### src/rtl/sat_pkg.sv
// Shared types and constants for the segment address translator.
// Holds the sequencer state type, the table entry layout and the field widths.
// No dependencies.
`default_nettype none

package sat_pkg;

    localparam int unsigned SEGMENT_SLOTS_DEFAULT = 16;
    localparam logic [31:0] MAX_SEG_SIZE_RESET    = 32'd64;

    localparam int unsigned ADDR_W      = 32;
    localparam int unsigned SEG_ID_W    = 16;
    localparam int unsigned SLOT_IDX_W  = 4;
    localparam int unsigned DIV_CNT_W   = 5;
    localparam int unsigned S_TDATA_W   = 120;
    localparam int unsigned M_TDATA_W   = 40;

    // Item kinds carried on s_tuser.
    localparam logic CMD_LOAD      = 1'b0;
    localparam logic CMD_TRANSLATE = 1'b1;

    typedef enum logic [1:0] {
        ST_IDLE,
        ST_DIVIDE,
        ST_SCAN,
        ST_RESPOND
    } sat_state_t;

    typedef struct packed {
        logic [SEG_ID_W-1:0] seg_id;
        logic [ADDR_W-1:0]   base;
        logic [ADDR_W-1:0]   length;
    } sat_entry_t;

endpackage

`default_nettype wire

### src/rtl/segment_address_translator_top.sv
// Segment address translator, top level: segment table, shared divider and scan sequencer.
// Depends on sat_pkg for the state type, the table entry layout and the field widths.
// Flow: a translate item runs a bit-serial divide of logical_address by max_segment_size,
// then scans the table reading one slot per cycle; a zero divisor or a quotient above
// 16 bits skips straight to a faulting response. Throughput: one item at a time,
// loads back to back. Reset: synchronous, active low; clears valid bits, max size 64.
`default_nettype none

module segment_address_translator_top
    import sat_pkg::*;
#(
    parameter int unsigned SEGMENT_SLOTS = SEGMENT_SLOTS_DEFAULT
) (
    input  wire logic                 aclk,
    input  wire logic                 aresetn,

    // Configuration: max_segment_size.
    input  wire logic                 cfg_wr_en,
    input  wire logic [ADDR_W-1:0]    cfg_wr_data,

    // Input items.
    input  wire logic                 s_tvalid,
    output logic                      s_tready,
    // s_tdata, lowest bit up: slot_index[3:0], entry_valid[4], segment_id[20:5],
    // segment_base[52:21], segment_length[84:53], logical_address[116:85], zero fill.
    input  wire logic [S_TDATA_W-1:0] s_tdata,
    // s_tuser: cmd (0 = load table slot, 1 = translate).
    input  wire logic                 s_tuser,

    // Result items.
    output logic                      m_tvalid,
    input  wire logic                 m_tready,
    // m_tdata, lowest bit up: physical_address[31:0], xlat_fault[32], zero fill.
    output logic [M_TDATA_W-1:0]      m_tdata
);

    // Slot index width; a single-slot table still needs one address bit.
    localparam int unsigned SLOT_W = (SEGMENT_SLOTS > 1) ? $clog2(SEGMENT_SLOTS) : 1;
    localparam logic [SLOT_W-1:0] LAST_SLOT = SLOT_W'(SEGMENT_SLOTS - 1);

    // Unpacked input fields.
    logic [SLOT_IDX_W-1:0] in_slot_index;
    logic                  in_entry_valid;
    logic [SEG_ID_W-1:0]   in_segment_id;
    logic [ADDR_W-1:0]     in_segment_base;
    logic [ADDR_W-1:0]     in_segment_length;
    logic [ADDR_W-1:0]     in_logical_address;

    assign in_slot_index      = s_tdata[3:0];
    assign in_entry_valid     = s_tdata[4];
    assign in_segment_id      = s_tdata[20:5];
    assign in_segment_base    = s_tdata[52:21];
    assign in_segment_length  = s_tdata[84:53];
    assign in_logical_address = s_tdata[116:85];

    // Control state.
    sat_state_t             state_reg, state_next;
    logic [ADDR_W-1:0]      max_seg_reg;
    logic [SEGMENT_SLOTS-1:0] slot_valid_reg, slot_valid_next;
    logic [DIV_CNT_W-1:0]   cnt_reg, cnt_next;
    logic [SLOT_W-1:0]      scan_reg, scan_next;
    logic                   rd_pend_reg, rd_pend_next;

    // Datapath registers.
    logic [ADDR_W-1:0]      quo_reg, quo_next;
    logic [ADDR_W-1:0]      rem_reg, rem_next;
    logic                   rd_valid_reg;
    logic                   rd_last_reg;
    sat_entry_t             rd_entry_reg;
    logic [ADDR_W-1:0]      m_addr_reg, m_addr_next;
    logic                   m_fault_reg, m_fault_next;

    // Segment table storage.
    sat_entry_t             slot_mem [SEGMENT_SLOTS];

    logic                   s_accept;
    logic                   load_we;
    logic [SLOT_W-1:0]      wr_addr;
    sat_entry_t             wr_entry;

    // Divider step: shift the next dividend bit into the partial remainder and
    // subtract the divisor when it fits.
    logic [ADDR_W:0]        div_trial;
    logic [ADDR_W:0]        div_diff;
    logic                   div_fits;
    logic [ADDR_W-1:0]      div_rem_step;
    logic [ADDR_W-1:0]      div_quo_step;

    // Table match on the slot read in the previous cycle.
    logic                   rd_hit;
    logic                   rd_in_bounds;

    assign s_accept = s_tvalid && s_tready;
    assign s_tready = (state_reg == ST_IDLE);
    assign m_tvalid = (state_reg == ST_RESPOND);
    assign m_tdata  = {{(M_TDATA_W - ADDR_W - 1){1'b0}}, m_fault_reg, m_addr_reg};

    // A load whose slot lies beyond the table is dropped.
    assign load_we  = s_accept && (s_tuser == CMD_LOAD)
                      && (32'(in_slot_index) < 32'(SEGMENT_SLOTS));
    assign wr_addr  = SLOT_W'(in_slot_index);
    assign wr_entry = '{seg_id: in_segment_id, base: in_segment_base,
                        length: in_segment_length};

    assign div_trial    = {rem_reg, quo_reg[ADDR_W-1]};
    assign div_diff     = div_trial - {1'b0, max_seg_reg};
    assign div_fits     = !div_diff[ADDR_W];
    assign div_rem_step = div_fits ? div_diff[ADDR_W-1:0] : div_trial[ADDR_W-1:0];
    assign div_quo_step = {quo_reg[ADDR_W-2:0], div_fits};

    // The quotient's upper bits are known to be zero while scanning.
    assign rd_hit       = rd_valid_reg && (rd_entry_reg.seg_id == quo_reg[SEG_ID_W-1:0]);
    assign rd_in_bounds = (rem_reg < rd_entry_reg.length);

    // Next state.
    always_comb begin
        state_next = state_reg;
        case (state_reg)
            ST_IDLE: begin
                if (s_accept && (s_tuser == CMD_TRANSLATE)) begin
                    state_next = (max_seg_reg == '0) ? ST_RESPOND : ST_DIVIDE;
                end
            end
            ST_DIVIDE: begin
                if (cnt_reg == '0) begin
                    state_next = (div_quo_step[ADDR_W-1:SEG_ID_W] != '0) ? ST_RESPOND : ST_SCAN;
                end
            end
            ST_SCAN: begin
                if (rd_pend_reg && (rd_hit || rd_last_reg)) begin
                    state_next = ST_RESPOND;
                end
            end
            ST_RESPOND: begin
                if (m_tready) begin
                    state_next = ST_IDLE;
                end
            end
            default: state_next = ST_IDLE;
        endcase
    end

    // Datapath and counters.
    always_comb begin
        slot_valid_next = slot_valid_reg;
        cnt_next        = cnt_reg;
        scan_next       = scan_reg;
        rd_pend_next    = 1'b0;
        quo_next        = quo_reg;
        rem_next        = rem_reg;
        m_addr_next     = m_addr_reg;
        m_fault_next    = m_fault_reg;

        if (load_we) begin
            slot_valid_next[wr_addr] = in_entry_valid;
        end

        case (state_reg)
            ST_IDLE: begin
                quo_next     = in_logical_address;
                rem_next     = '0;
                cnt_next     = '1;
                m_addr_next  = '0;
                m_fault_next = 1'b1;
            end
            ST_DIVIDE: begin
                quo_next  = div_quo_step;
                rem_next  = div_rem_step;
                cnt_next  = cnt_reg - DIV_CNT_W'(1);
                scan_next = '0;
            end
            ST_SCAN: begin
                // Read one slot per cycle; compare the slot read the cycle before.
                rd_pend_next = 1'b1;
                scan_next    = (scan_reg == LAST_SLOT) ? scan_reg : scan_reg + SLOT_W'(1);
                if (rd_pend_reg && rd_hit) begin
                    rd_pend_next = 1'b0;
                    if (rd_in_bounds) begin
                        m_addr_next  = rd_entry_reg.base + rem_reg;
                        m_fault_next = 1'b0;
                    end
                end else if (rd_pend_reg && rd_last_reg) begin
                    rd_pend_next = 1'b0;
                end
            end
            ST_RESPOND: begin
            end
            default: begin
            end
        endcase
    end

    always_ff @(posedge aclk) begin
        if (!aresetn) begin
            state_reg      <= ST_IDLE;
            max_seg_reg    <= MAX_SEG_SIZE_RESET;
            slot_valid_reg <= '0;
            cnt_reg        <= '0;
            scan_reg       <= '0;
            rd_pend_reg    <= 1'b0;
        end else begin
            state_reg      <= state_next;
            slot_valid_reg <= slot_valid_next;
            cnt_reg        <= cnt_next;
            scan_reg       <= scan_next;
            rd_pend_reg    <= rd_pend_next;
            if (cfg_wr_en) begin
                max_seg_reg <= cfg_wr_data;
            end
        end
    end

    always_ff @(posedge aclk) begin
        quo_next_hold: begin
            quo_reg     <= quo_next;
            rem_reg     <= rem_next;
            m_addr_reg  <= m_addr_next;
            m_fault_reg <= m_fault_next;
        end
    end

    // Segment table: one write port for loads, one registered read port for the scan.
    always_ff @(posedge aclk) begin
        if (load_we) begin
            slot_mem[wr_addr] <= wr_entry;
        end
        rd_entry_reg <= slot_mem[scan_reg];
        rd_valid_reg <= slot_valid_reg[scan_reg];
        rd_last_reg  <= (scan_reg == LAST_SLOT);
    end

endmodule

`default_nettype wire
### config.mk
export PLATFORM = sky130hd
export DESIGN_NAME = segment_address_translator_top
export DESIGN_NICKNAME = d
export VERILOG_FILES = /design/src/rtl/sat_pkg.sv /design/src/rtl/segment_address_translator_top.sv
export SDC_FILE = /design/constraint.sdc
export NUM_CORES = 2
export LEC_CHECK = 0
export BUFFER_PORTS_ARGS = -buffer_cell sky130_fd_sc_hd__buf_4
export CORE_MARGIN = 2
export CORE_UTILIZATION = 64
export CTS_BUF_LIST = sky130_fd_sc_hd__clkbuf_2 sky130_fd_sc_hd__clkbuf_4 sky130_fd_sc_hd__clkbuf_8
export DETAILED_ROUTE_END_ITERATION = 8
export GPL_TIMING_DRIVEN = 0
export PLACE_DENSITY = 0.87
export SKIP_LAST_GASP = 1
export SLEW_MARGIN = 20
export SYNTH_ARGS = -nofsm -noshare
export SYNTH_HDL_FRONTEND = slang
export SYNTH_SLANG_ARGS = --single-unit
### constraint.sdc
create_clock -name aclk -period 8.89 [get_ports aclk]
set_input_delay 1.3335 -clock aclk [delete_from_list [all_inputs] [get_ports aclk]]
set_output_delay 1.3335 -clock aclk [all_outputs]
set_load 0.02 [all_outputs]
==> metrics.csv <==
metric,value,unit
pin_count,200,
holdWs,0.4970,ns
antenna_found_initial,20,
startpoint_type,flip-flop,
wl,178800,µm
track_usage,36.54,%
power.total,19260,µW
slew_viol_final,0,
p_leak,0.02373,µW
die_h,311.2,µm
yosys.area.top_type_share,68.46,%
cp_cell_sequence,ha_1 > fa_1 > a21oi_1 > o21ai_1 > a211oi_1 > nor3_1 > o41ai_2 > o31ai_1 > a2111oi_0 > o21bai_1 > mux2i_1,
end_kind,flip-flop,
start_util,64.62,%
cpPeakStageDelay,0.63,ns
cp_slowest_cell,edfxtp_1,
grt_pass1_wl,250200,µm
yosysMostFrequentCell,edfxtp_1,
fin_cells,5017,
ys_types,69,
grt_pass1_vias,36210,
crit_family,compound AO/OA/AOI/OAI gates,
wl_per_cell,35.64,µm
drive_above_1_share,31.77,%
cts_tree,built,
fin_crit_sh,55.96,%
nNetsFinal,3811,
setup_viol,0,
synthArstFlopShare,0,%
synth.avg_cell_area,20.00,µm²
path_buf_inv,0,
cts_resized,0,
yosysWarnings,0,
vdd.ir_drop.worst,0.1868,mV
clock_sinks,1519,
fp-row-count,112,
core,93470,µm²
vias,35860,
cts-hold-fix-buffers,0,
crit_fanout,4,
yosysTopAreaCell,edfxtp_1,
yosys_most_used_dff,edfxtp_1,
cts_setup_buffers,0,
gp_congestion,0.9709,
period_minus_slack,4.975,ns
clk_pin_slew,0.06,ns
maxCapViolCount,0,
dp.cells,4582,
die_w,311.2,µm
overflow,0,
power.density,274.0,nW/µm²
dr.pass1.iters,7,
cts.htree.levels,4,
worst_pin_slew,1.262,ns
drc_errors,0,
worstReg2RegStart,rem_reg[0],
synth_commonest_cells,"edfxtp_1 (1377), mux4_2 (405), dfxtp_1 (142), nor2_1 (137), ha_1 (101)",
largest_reg_flops,1280,
fin_skew,0.07366,ns
post-route-util,75.22,%
hp-start,cnt_reg[0],
startpoint,rem_reg[0],
hold_viol_final,0,
synth-seq-area-share,73.17,%
dp_hpwl,112700,µm
insertion_delay,0.97,ns
grt_start_max_net_pins,40,
cts_buffers,220,
synthesis.area,60400,µm²
required,9.59,ns
synth_edf_count,1377,
drt_iter0_markers,6718,
arrival,5.68,ns
syn_inst,3020,
status,completed,
clock_path_buffers,3,
ys_ff_latch,1519,
slew_headroom,15.85,%
rsz0062_at_grt,false,
syn_to_final_growth,16.42,%
ant_nets,0,
portBuffers,188,
ctsRootBufferMaster,clkbuf_8,
crit_type,reg -> reg,
hold_class,reg -> reg,
dieArea,96840,µm²
viasPerCell,7.148,
max_freq,0.2010,GHz
synthTopCellsByArea,"edfxtp_1 (68%), mux4_2 (15%), dfxtp_1 (4.7%)",
[final timing paths]
check / depth (start not counted) / slack (ns) / end
max reg2reg: 11 / 3.92 / m_addr_reg[30]
max: 11 / 3.92 / m_addr_reg[30]
min: 1 / 0.50 / cnt_reg[0]
min reg2reg: 1 / 0.50 / cnt_reg[0]
[cell type report]
cell class / instances / area (µm²)
fillers: 4535 / 23160
well taps: 1254 / 1569
repair buffers: 302 / 3366
inverters: 100 / 377.9
plain buffers: 137 / 603.1
clock inverters: 76 / 609.3
clock buffers: 339 / 4134
flip-flops and latches: 1519 / 44190
multi-input cells: 1270 / 15410
diodes: 20 / 50.05
[cell families after synthesis]
kind of cell    share of synthesized area (%)
mux                                     16.63
other cells                          0.006209
compound gates                          2.975
simple gates                            2.561
fa+ha+maj                               2.159
xor+xnor                               0.9281
buf+inv                                 1.568
flops                                   73.17
[placed cells by master (no fill, tap or decap), drive strengths merged, types with 51 or more instances in the layout]
cell and instances:
a21oi 84, buf 337, clkbuf 441, clkinv 61, dfxtp 142, edfxtp 1377, ha 101, inv 105
mux2i 56, mux4 405, nand2 53, nor2 138, o21ai 51, xnor2 52
[power breakdown]
| group | total [µW] | internal [µW] | switching [µW] |
|---|---|---|---|
| Combinational | 4590 | 1900 | 2690 |
| Clock | 5970 | 3180 | 2790 |
| Sequential | 8700 | 8320 | 379 |
| Total | 19300 | 13400 | 5860 |
[metal layers]
| layer | global-route usage [%] | vias to the layer above | routed length [µm] |
|---|---|---|---|
| li1 | - | 13480 | - |
| met1 | 44.93 | 17690 | 56030 |
| met2 | 57.81 | 3764 | 84580 |
| met3 | 10.85 | 918 | 24860 |
| met4 | 22.41 | 15 | 13220 |
| met5 | 0 | - | 127 |
[stage by stage]
step           instance area (µm²)  setup TNS, ns  worst slack (ns)
2_1_floorplan                60420              0            0.9447
3_3_place_gp                 63400       -3084.25            -6.171
3_5_place_dp                 65480              0             4.416
4_1_cts                      70230              0             4.269
5_1_grt                      70300              0             3.939
6_report                     70310              0             3.915
Power figures use the tool's default switching activity.
